$ cat src/rtl/core/fspa_pkg.sv
package fspa_pkg;

    localparam int BLOCK_ELEMS_DEF   = 16;
    localparam int MAX_BLOCKS_DEF    = 16;
    localparam int DEFAULT_ALIGN_DEF = 4;

    // element indices are 8 bits, so the link store always has 256 entries
    localparam int ELEM_W     = 8;
    localparam int LINK_DEPTH = 256;
    localparam int LINK_W     = ELEM_W + 1;

    localparam int SIZE_W  = 13;
    localparam int BCFG_W  = 5;
    localparam int CIDX_W  = 2;
    localparam int USED_W  = 9;
    localparam int CAPO_W  = 9;

    localparam logic [1:0] CMD_ALLOC = 2'd0;
    localparam logic [1:0] CMD_FREE  = 2'd1;
    localparam logic [1:0] CMD_RESET = 2'd2;

    localparam logic [2:0] ST_OK        = 3'd0;
    localparam logic [2:0] ST_EXHAUSTED = 3'd1;
    localparam logic [2:0] ST_BAD_HANDLE = 3'd2;
    localparam logic [2:0] ST_TOO_BIG   = 3'd3;
    localparam logic [2:0] ST_IN_USE    = 3'd4;

    localparam logic [CIDX_W-1:0] CFG_ELEM_SIZE      = 2'd0;
    localparam logic [CIDX_W-1:0] CFG_ELEM_ALIGN     = 2'd1;
    localparam logic [CIDX_W-1:0] CFG_INITIAL_BLOCKS = 2'd2;
    localparam logic [CIDX_W-1:0] CFG_GROWTH_BLOCKS  = 2'd3;

    typedef struct packed {
        logic [1:0]        cmd;
        logic [ELEM_W-1:0] handle;
        logic [SIZE_W-1:0] request_size;
        logic              restore_initial;
    } fspa_in_t;

    typedef struct packed {
        logic [2:0]        status;
        logic [ELEM_W-1:0] alloc_handle;
        logic [USED_W-1:0] used_count;
        logic [BCFG_W-1:0] block_count;
        logic [CAPO_W-1:0] capacity;
    } fspa_out_t;

endpackage

$ cat src/rtl/core/fspa_ram.sv
module fspa_ram
#(
    parameter int WIDTH = 9,
    parameter int DEPTH = 256
)
(
    input  logic                     clk,
    input  logic                     we,
    input  logic [$clog2(DEPTH)-1:0] waddr,
    input  logic [WIDTH-1:0]         wdata,
    input  logic [$clog2(DEPTH)-1:0] raddr,
    output logic [WIDTH-1:0]         rdata
);

    logic [WIDTH-1:0] mem [DEPTH];

    always_ff @(posedge clk)
    begin
        if (we)
        begin
            mem[waddr] <= wdata;
        end
        rdata <= mem[raddr];
    end

endmodule

$ cat src/rtl/core/fixed_size_pool_allocator.sv
// Free, reset in use, size too big and exhausted pass S_EXEC and S_OUT from transfer to result;
// a plain allocate also passes S_RD and S_POP (link store read is registered).
// Growth and pool reset push each element in S_PUSH: BLOCK_ELEMS per block, one link write each.
// A new command is taken only back in S_IDLE; pushes and output stalls delay its acceptance.
// After rst_n the pool is empty and the link store holds no valid data; issue a pool reset with
// restore to build the initial free list.
module fixed_size_pool_allocator
    import fspa_pkg::*;
#(
    parameter int BLOCK_ELEMS   = BLOCK_ELEMS_DEF,
    parameter int MAX_BLOCKS    = MAX_BLOCKS_DEF,
    parameter int DEFAULT_ALIGN = DEFAULT_ALIGN_DEF
)
(
    input  logic              clk,
    input  logic              rst_n,
    input  logic              in_valid,
    output logic              in_ready,
    input  fspa_in_t          in_data,
    output logic              out_valid,
    input  logic              out_ready,
    output fspa_out_t         out_data,
    input  logic              cfg_valid,
    output logic              cfg_ready,
    input  logic [CIDX_W-1:0] cfg_index,
    input  logic [SIZE_W-1:0] cfg_data
);

    // block count must hold MAX_BLOCKS and any 5-bit initial/growth sum
    localparam int BLK_W   = $clog2(MAX_BLOCKS + 32);
    localparam int CAP_RAW = BLK_W + $clog2(BLOCK_ELEMS + 1);
    localparam int CAP_W   = (CAP_RAW < 9) ? 9 : CAP_RAW;

    localparam logic [2:0] S_IDLE = 3'd0;
    localparam logic [2:0] S_EXEC = 3'd1;
    localparam logic [2:0] S_PUSH = 3'd2;
    localparam logic [2:0] S_RD   = 3'd3;
    localparam logic [2:0] S_POP  = 3'd4;
    localparam logic [2:0] S_OUT  = 3'd5;

    logic [2:0]        state_reg, state_next;
    fspa_in_t          cmd_reg, cmd_next;
    logic [2:0]        status_reg, status_next;
    logic [ELEM_W-1:0] got_reg, got_next;

    logic [SIZE_W-1:0] elem_size_reg;
    logic [SIZE_W-1:0] elem_align_reg;
    logic [BCFG_W-1:0] initial_blocks_reg;
    logic [BCFG_W-1:0] growth_blocks_reg;

    logic [ELEM_W-1:0] head_reg, head_next;
    logic              nonempty_reg, nonempty_next;
    logic [USED_W-1:0] used_reg, used_next;
    logic [BLK_W-1:0]  blocks_reg, blocks_next;
    logic [ELEM_W-1:0] elem_reg, elem_next;
    logic [CAP_W-1:0]  remain_reg, remain_next;

    logic              out_valid_reg, out_valid_next;
    fspa_out_t         out_reg, out_next;

    logic              ram_we;
    logic [ELEM_W-1:0] ram_waddr;
    logic [LINK_W-1:0] ram_wdata;
    logic [LINK_W-1:0] ram_rdata;

    logic [SIZE_W-1:0] align_eff;
    logic [SIZE_W:0]   align_m1;
    logic [SIZE_W:0]   aligned_size;
    logic [BLK_W-1:0]  grow_sum;
    logic [BLK_W-1:0]  grow_target;
    logic [BLK_W-1:0]  restore_blocks;
    logic [BLK_W-1:0]  rebuild_blocks;
    logic [CAP_W-1:0]  cap_full;
    logic              out_free;

    fspa_ram
    #(
        .WIDTH (LINK_W),
        .DEPTH (LINK_DEPTH)
    )
    u_link_ram
    (
        .clk   (clk),
        .we    (ram_we),
        .waddr (ram_waddr),
        .wdata (ram_wdata),
        .raddr (head_reg),
        .rdata (ram_rdata)
    );

    assign in_ready  = (state_reg == S_IDLE);
    assign cfg_ready = 1'b1;
    assign out_valid = out_valid_reg;
    assign out_data  = out_reg;
    assign out_free  = !out_valid_reg || out_ready;

    always_comb
    begin
        align_eff    = (elem_align_reg == '0) ? SIZE_W'(DEFAULT_ALIGN) : elem_align_reg;
        align_m1     = {1'b0, align_eff} - (SIZE_W+1)'(1);
        aligned_size = ({1'b0, elem_size_reg} + align_m1) & ~align_m1;

        grow_sum    = blocks_reg + BLK_W'(growth_blocks_reg);
        grow_target = (grow_sum > BLK_W'(MAX_BLOCKS)) ? BLK_W'(MAX_BLOCKS) : grow_sum;

        restore_blocks = (BLK_W'(initial_blocks_reg) > BLK_W'(MAX_BLOCKS)) ?
                         BLK_W'(MAX_BLOCKS) : BLK_W'(initial_blocks_reg);
        rebuild_blocks = cmd_reg.restore_initial ? restore_blocks : blocks_reg;

        cap_full = CAP_W'(blocks_reg) * CAP_W'(BLOCK_ELEMS);
    end

    always_comb
    begin
        state_next     = state_reg;
        cmd_next       = cmd_reg;
        status_next    = status_reg;
        got_next       = got_reg;
        head_next      = head_reg;
        nonempty_next  = nonempty_reg;
        used_next      = used_reg;
        blocks_next    = blocks_reg;
        elem_next      = elem_reg;
        remain_next    = remain_reg;
        out_valid_next = out_valid_reg && !out_ready;
        out_next       = out_reg;
        ram_we         = 1'b0;
        ram_waddr      = elem_reg;
        ram_wdata      = {!nonempty_reg, head_reg};

        case (state_reg)
            S_IDLE:
            begin
                if (in_valid)
                begin
                    cmd_next    = in_data;
                    status_next = ST_OK;
                    got_next    = '0;
                    state_next  = S_EXEC;
                end
            end

            S_EXEC:
            begin
                state_next = S_OUT;
                case (cmd_reg.cmd)
                    CMD_ALLOC:
                    begin
                        if ({1'b0, cmd_reg.request_size} > aligned_size)
                        begin
                            status_next = ST_TOO_BIG;
                        end
                        else if (nonempty_reg)
                        begin
                            state_next = S_RD;
                        end
                        else if (grow_target > blocks_reg)
                        begin
                            elem_next   = ELEM_W'(cap_full);
                            remain_next = CAP_W'(grow_target - blocks_reg) * CAP_W'(BLOCK_ELEMS);
                            blocks_next = grow_target;
                            state_next  = S_PUSH;
                        end
                        else
                        begin
                            status_next = ST_EXHAUSTED;
                        end
                    end

                    CMD_FREE:
                    begin
                        if (CAP_W'(cmd_reg.handle) >= cap_full)
                        begin
                            status_next = ST_BAD_HANDLE;
                        end
                        else
                        begin
                            ram_we        = 1'b1;
                            ram_waddr     = cmd_reg.handle;
                            head_next     = cmd_reg.handle;
                            nonempty_next = 1'b1;
                            if (used_reg != '0)
                            begin
                                used_next = used_reg - USED_W'(1);
                            end
                        end
                    end

                    CMD_RESET:
                    begin
                        if (used_reg != '0)
                        begin
                            status_next = ST_IN_USE;
                        end
                        else
                        begin
                            blocks_next   = rebuild_blocks;
                            head_next     = '0;
                            nonempty_next = 1'b0;
                            elem_next     = '0;
                            remain_next   = CAP_W'(rebuild_blocks) * CAP_W'(BLOCK_ELEMS);
                            if (rebuild_blocks != '0)
                            begin
                                state_next = S_PUSH;
                            end
                        end
                    end

                    default:
                    begin
                        status_next = ST_OK;
                    end
                endcase
            end

            S_PUSH:
            begin
                ram_we        = 1'b1;
                head_next     = elem_reg;
                nonempty_next = 1'b1;
                elem_next     = elem_reg + ELEM_W'(1);
                remain_next   = remain_reg - CAP_W'(1);
                if (remain_reg == CAP_W'(1))
                begin
                    state_next = (cmd_reg.cmd == CMD_ALLOC) ? S_RD : S_OUT;
                end
            end

            S_RD:
            begin
                // link of the head is read this cycle, available next
                state_next = S_POP;
            end

            S_POP:
            begin
                got_next      = head_reg;
                nonempty_next = !ram_rdata[ELEM_W];
                head_next     = ram_rdata[ELEM_W-1:0];
                if (used_reg != '1)
                begin
                    used_next = used_reg + USED_W'(1);
                end
                state_next = S_OUT;
            end

            S_OUT:
            begin
                if (out_free)
                begin
                    out_valid_next        = 1'b1;
                    out_next.status       = status_reg;
                    out_next.alloc_handle = got_reg;
                    out_next.used_count   = used_reg;
                    out_next.block_count  = BCFG_W'(blocks_reg);
                    out_next.capacity     = CAPO_W'(cap_full);
                    state_next            = S_IDLE;
                end
            end

            default:
            begin
                state_next = S_IDLE;
            end
        endcase
    end

    always_ff @(posedge clk or negedge rst_n)
    begin
        if (!rst_n)
        begin
            state_reg          <= S_IDLE;
            head_reg           <= '0;
            nonempty_reg       <= 1'b0;
            used_reg           <= '0;
            blocks_reg         <= '0;
            remain_reg         <= '0;
            out_valid_reg      <= 1'b0;
            elem_size_reg      <= SIZE_W'(4);
            elem_align_reg     <= '0;
            initial_blocks_reg <= BCFG_W'(1);
            growth_blocks_reg  <= BCFG_W'(1);
        end
        else
        begin
            state_reg     <= state_next;
            head_reg      <= head_next;
            nonempty_reg  <= nonempty_next;
            used_reg      <= used_next;
            blocks_reg    <= blocks_next;
            remain_reg    <= remain_next;
            out_valid_reg <= out_valid_next;
            if (cfg_valid)
            begin
                case (cfg_index)
                    CFG_ELEM_SIZE:      elem_size_reg      <= cfg_data;
                    CFG_ELEM_ALIGN:     elem_align_reg     <= cfg_data;
                    CFG_INITIAL_BLOCKS: initial_blocks_reg <= cfg_data[BCFG_W-1:0];
                    CFG_GROWTH_BLOCKS:  growth_blocks_reg  <= cfg_data[BCFG_W-1:0];
                    default:            elem_size_reg      <= elem_size_reg;
                endcase
            end
        end
    end

    always_ff @(posedge clk)
    begin
        cmd_reg    <= cmd_next;
        status_reg <= status_next;
        got_reg    <= got_next;
        elem_reg   <= elem_next;
        out_reg    <= out_next;
    end

endmodule
$ cat config.mk
export PLATFORM = sky130hd
export DESIGN_NAME = fixed_size_pool_allocator
export DESIGN_NICKNAME = d
export VERILOG_FILES = /design/src/rtl/core/fspa_pkg.sv /design/src/rtl/core/fspa_ram.sv /design/src/rtl/core/fixed_size_pool_allocator.sv
export SDC_FILE = /design/constraint.sdc
export NUM_CORES = 2
export LEC_CHECK = 0
export BUFFER_PORTS_ARGS = -buffer_cell sky130_fd_sc_hd__buf_2
export CAP_MARGIN = 40
export CORE_UTILIZATION = 31
export CTS_CLUSTER_DIAMETER = 120
export DETAILED_ROUTE_END_ITERATION = 6
export GPL_TIMING_DRIVEN = 1
export PLACE_DENSITY = 0.57
export SETUP_SLACK_MARGIN = 0.15
export SLEW_MARGIN = 20
export SYNTH_ARGS = -nofsm -noshare
export SYNTH_HDL_FRONTEND = slang
export SYNTH_SLANG_ARGS = --single-unit
export TNS_END_PERCENT = 1
$ cat constraint.sdc
create_clock -name clk -period 5.5 [get_ports clk]
set_input_delay 0.275 -clock clk [delete_from_list [all_inputs] [get_ports clk]]
set_output_delay 0.275 -clock clk [all_outputs]
set_load 0.02 [all_outputs]
; ---- Word-level counts from Yosys, hierarchy flattened
; Memories as Yosys holds them, arrays and structs flattened. A register that Yosys moved wholly into a read port is not among the register bits.
; Index checks and enable logic that the tools add are counted.
[totals]
wordCells = 167
out_inout_bits = 37
ram_bits = 2304
mem_count = 1
reg_bits = 143
[memory_table]
columns = memory, words, word_bits, read_ports, rd_ports_with_merged_regs, wr, line
row1 = u_link_ram.mem, 256, 9, 1, 1, 1, fspa_ram.sv:15  ; logic [WIDTH-1:0] mem [DEPTH];
[classes]
n_eq_ne = 34
add_sub_neg = 8
n_mux = 64
magnitude_cmp = 5
reduce_logical = 31
bitwise_logic = 2
[op_table]
columns = cell, count
row1 = $mux 8, 9
row2 = $pmux 8 s2, 4
row3 = $mux 3, 15
row4 = $mux 11, 4
row5 = $pmux 11 s2, 2
row6 = $mux 6, 6
row7 = $mux 9, 4
row8 = $ne 3x3->1 const B, 8
row9 = $pmux 8 s3, 1
row10 = $ne 2x2->1 const B, 10
row11 = $pmux 3 s6, 1
row12 = $pmux 9 s2, 1
row13 = $reduce_and 6->1, 3
row14 = $add 13x14->14, 1
row15 = $and 14x14->14, 1
row16 = $gt 13x14->1, 1
row17 = $not 14->14, 1
row18 = $reduce_and 2->1, 7
row19 = $sub 13x1->14 const B, 1
row20 = $logic_not 13->1, 1
row21 = $mux 13, 1
row22 = $pmux 3 s2, 2
row23 = $pmux 6 s2, 1
row24 = $eq 11x1->1 const B, 1
row25 = 36 further kinds, 58

; ---- Longest topological paths before layout
[depth]
depth_word = 9
mapped_depth = 27

; ---- By module
; Synthesis repeated with hierarchy kept, for this count alone.
[hier_totals]
cells_unflattened = 5002
area_unflattened_um2 = 97589.8
[modules_own_cells]
columns = mod, cells_per_inst, area_per_inst_um2, n_inst, seq_area_each_um2
row1 = fspa_ram, 4237, 89278.1, 1, 69366.5
row2 = fixed_size_pool_allocator, 765, 8311.7, 1, 3922.5

; ---- Worst setup path after synthesis
; No wires, ideal clock.
[synth_timing]
kind = flip-flop to flip-flop
from = register head_reg[0]
to = register u_link_ram.rdata[0] (read register of u_link_ram.mem)
setup_time_ps = 126
stages_incl_launch_ff = 8
required_time_ps = 5374
slack_ps = -602
t_arrival_ps = 5976
path_buffers = 2
path_cell_list = dfrtp_1 > buf_4 > buf_1 > mux4_2 > mux4_2 > mux4_2 > a22oi_1 > nand2_1
[synth_lines]
columns = item, line
row1 = start: declaration, fixed_size_pool_allocator.sv:51  ; logic [ELEM_W-1:0] head_reg, head_next;
row2 = start signal: assignment, fixed_size_pool_allocator.sv:287  ; head_reg <= head_next;
row3 = end: declaration, fspa_ram.sv:12  ; output logic [WIDTH-1:0] rdata

; ---- Final worst setup path
[layout_timing]
from = register elem_align_reg[0]
to = register blocks_reg[3]
[layout_between]
elab_chain_cells = 8
[layout_lines]
columns = item, line
row1 = start: declaration, fixed_size_pool_allocator.sv:47  ; logic [SIZE_W-1:0] elem_align_reg;
row2 = start signal: assignment, fixed_size_pool_allocator.sv:297  ; CFG_ELEM_ALIGN: elem_align_reg <= cfg_data;
row3 = $logic_not 13->1, fixed_size_pool_allocator.sv:99  ; align_eff = (elem_align_reg == '0) ? SIZE_W'(DEFAULT_ALIGN) : elem_align_reg;
row4 = $mux 13 (*), fixed_size_pool_allocator.sv:99
row5 = $sub 13x1->14 (*), fixed_size_pool_allocator.sv:100  ; align_m1 = {1'b0, align_eff} - (SIZE_W+1)'(1);
row6 = $add 13x14->14 / $not 14->14 (equally long branches), fixed_size_pool_allocator.sv:101  ; aligned_size = ({1'b0, elem_size_reg} + align_m1) & ~align_m1;
row7 = $and 14x14->14 (*), fixed_size_pool_allocator.sv:101
row8 = $gt 13x14->1 (*), fixed_size_pool_allocator.sv:149  ; if ({1'b0, cmd_reg.request_size} > aligned_size)
row9 = $ne 2x2->1 (no line) (*), n/a
row10 = $reduce_and 6->1 (no line) (*), n/a
row11 = end signal: assignment, fixed_size_pool_allocator.sv:290  ; blocks_reg <= blocks_next;
row12 = end: declaration, fixed_size_pool_allocator.sv:54  ; logic [BLK_W-1:0] blocks_reg, blocks_next;
; Mark *: on every way between the ends. The rest lies on a longest branch, timed or not.
; A chain may end at the register's enable or synchronous reset.

==> summary.txt <==
Run status
  • Status: completed

Setup path
  • CP max FO: 4
  • CP arrival: 6.17 ns
  • Worst R2R End: blocks_reg[3]
  • Worst path buffer plus inverter count: 5
  • R2R Setup Slk: 0.08 ns
  • Req. time, crit path: 6.26 ns
  • Worst Setup SP: elem_align_reg[0]
  • Worst Setup End Kind: register
  • Critical path's slowest cell: dfrtp_1
  • Critical Path Stages: 26
  • Highest cell delay on the worst timing path: 0.37 ns
  • Reg2Reg Depth: 26
  • Crit path top cell by count: buf_4
  • WS Path Type: reg2reg
  • CP Launch Type: register
  • Crit-path leading delay family: simple AND/OR/NAND/NOR gates
  • Worst R2R Start: elem_align_reg[0]

Finish
  • Commonest non-fill, non-tap cell in the layout: edfxtp_1
  • Max reg flops: 2304
  • Layout cells sized above 1: 0.336
  • Most frequent cells in the layout: edfxtp_1 (2372), mux4_2 (756), buf_4 (407)
  • Fillers: 28.4k
  • Final std cells w/o fill: 9423
  • P&R area growth vs syn: 17.9%
  • # nets final: roughly 5.2k

Run
  • Max Cap Viol: 0

Power and ir drop
  • Peak supply drop: 0.000385 V
  • Leakage power: between 30 and 40 nW
  • Cell Pwr Density: roughly 500 nW/um^2
  • Tot Pwr: 58.0 mW

Drt
  • Routed vias: 47.5k
  • Drt via density: just over 5
  • Initial DRC count: 4924
  • DR pass1 iterations: 5
  • Routed WL: 234 mm
  • # DRC: 0
  • Routed WL per cell: approximately 25 um
  • Detail Route Antenna Nets: 0

Timing
  • Post-layout worst setup margin: 0.0823 ns
  • Setup Skew: approximately 0.059 ns
  • Worst slew pin tran: 1.07 ns
  • Max-slew violations: 0
  • Hold Slack: roughly 0.12 ns
  • Slew headroom: 0.287
  • Tcrit/Tclk final: 0.985
  • RSZ-0062 raised after global routing: yes
  • Minimum clock period: 5.42 ns
  • Fin. Hold Viols: 0
  • # setup viols final: 0
  • Fmax: 0.185 GHz

Floorplanning
  • Area of the core: 312000 um^2
  • Num rows: about 200
  • Chip width: 563 um
  • Die ar.: 317000 um^2
  • Die span in y: between 500 and 600 um
  • IO Pins: 81
  • Initial core utilization: 0.312

Hold path
  • Hold Path Depth: 2
  • WHS Endpoint: cmd_reg[19]
  • Hold path startpoint: in_data[19]
  • Hold Crit Class: in2reg

Placed design
  • Final HPWL DP: about 150 mm
  • Pre-CTS worst setup slack: -0.280 ns
  • GP Congestion: between 0.8 and 0.9
  • PortBufs: 75
  • Placed Instances: 8850

Clock tree
  • TritonCTS clock tree: built
  • Root buf cell: clkbuf_16
  • Latest clock arrival within the worst-skew pair: 0.87 ns
  • CTS HTree Levels: 4
  • Max Root-Sink Buffers: 3
  • Num CTS Buffers: 240
  • Clock tree sinks: between 2k and 2.5k
  • Worst-path clk slew: 0.07 ns

Global routing
  • Grt total ovfl: 0
  • Pin count of the biggest net entering global routing: between 200 and 250
  • Overall routing resource usage: 0.147
  • Vias in the first global route: 48.5k
  • First-pass GRT wire length: 344 mm
  • Initial antenna violation count: 5

Logic synthesis
  • Synth cell types: 76
  • Synthesized area: 97500 um^2
  • Async SR Flop Fraction: 0.0305
  • Flops & latches, synth: 2456
  • Syn avg cell area: 21.8 um^2
  • Sequential fraction of the synthesis area: 0.751
  • Ys Warns: 0
  • Synth Instances: approximately 4.5k
  • Number of synthesized flops with an enable pin: 2372
  • Top_reg_cell synth: edfxtp_1
## synth_stat cells, types with 10 or more instances
library cell	number	area [um^2]
mux2i_1	27	270
o21ai_0	37	185
a21oi_1	53	265
dfrtp_1	72	1800
edfxtp_1	2372	71200
nand3_1	15	75.1
nor2_1	346	1300
nand2b_1	26	163
a2111oi_0	15	131
inv_1	46	173
buf_2	50	250
and2_1	11	68.8
nor4_1	10	62.6
xnor2_1	22	193
mux2_2	37	417
mux4_2	756	17000
clkbuf_1	145	544
nand2_1	72	270
a21o_1	12	90.1
a31oi_1	34	213
xor2_1	16	140
buf_4	21	158
nor3_1	35	175
buf_1	29	109
nor2b_1	13	81.3
a22oi_1	20	150
ha_1	52	651
## logic make-up after synthesis
kind of cell,Yosys count,share of synthesized area
buffers and inverters,296,0.0132
AND/OR/NAND/NOR,577,0.0261
other,2,0.0000770
flip-flops,2456,0.751
adder cells (fa/ha/maj),56,0.00749
XOR/XNOR,38,0.00341
AO/OA/AOI/OAI,236,0.0165
multiplexers,822,0.182
## routing by layer
metal / GRT usage / vias to the layer above / share of wire / wire length [um]
li1: - / 20000 / - / -
met1: 0.208 / 25600 / 0.44 / 102000
met2: 0.236 / 1596 / 0.48 / 113000
met3: 0.0229 / 329 / 0.059 / 13800
met4: 0.0383 / 2 / 0.024 / 5580
met5: 0 / - / 0.000055 / 13
## cell type report
type,instances,area (um^2),area share
Clock inverter,175,1750,0.0152
Inverter,46,189,0.00164
Antenna cell,5,12.5,0.000109
Tap cell,4140,5180,0.0450
Sequential cell,2456,73300,0.637
Multi-Input combinational cell,1735,23500,0.204
Clock buffer,279,6170,0.0537
Timing Repair Buffer,587,4960,0.0431
## through the flow
stage	util	setup TNS [ns]	instance area, um^2
2_1_floorplan	-	0	97600
3_3_place_gp	0.334	-4.27	104000
3_5_place_dp	0.339	-5.38	106000
4_1_cts	0.366	0	114000
5_1_grt	0.368	-3.10	115000
6_report	0.368	0	115000
## repair_timing
item,CTS,global route
hold buffers,51,0
hold endpoints to repair,138,0
pin swaps,10,20
setup buffers,5,7
setup endpoints to repair,30,32
resized for setup,17,27
## power breakdown
part           total [mW]  leakage, nW  switching [mW]  internal (mW)
clock                16.4         3.83            7.14           9.21
combinational        17.5         10.0            10.1           7.39
sequential           24.1         22.5           0.736           23.3
total                58.0         36.3            18.0           39.9
## how the worst max path moves through the flow
stage                                     end
final                           blocks_reg[3]
after global routing            blocks_reg[3]
after CTS                       blocks_reg[0]
after detailed placement          elem_reg[5]
after global placement            elem_reg[7]
after floorplan           u_link_ram.rdata[7]
No activity file was read; power rests on OpenSTA's default activity.
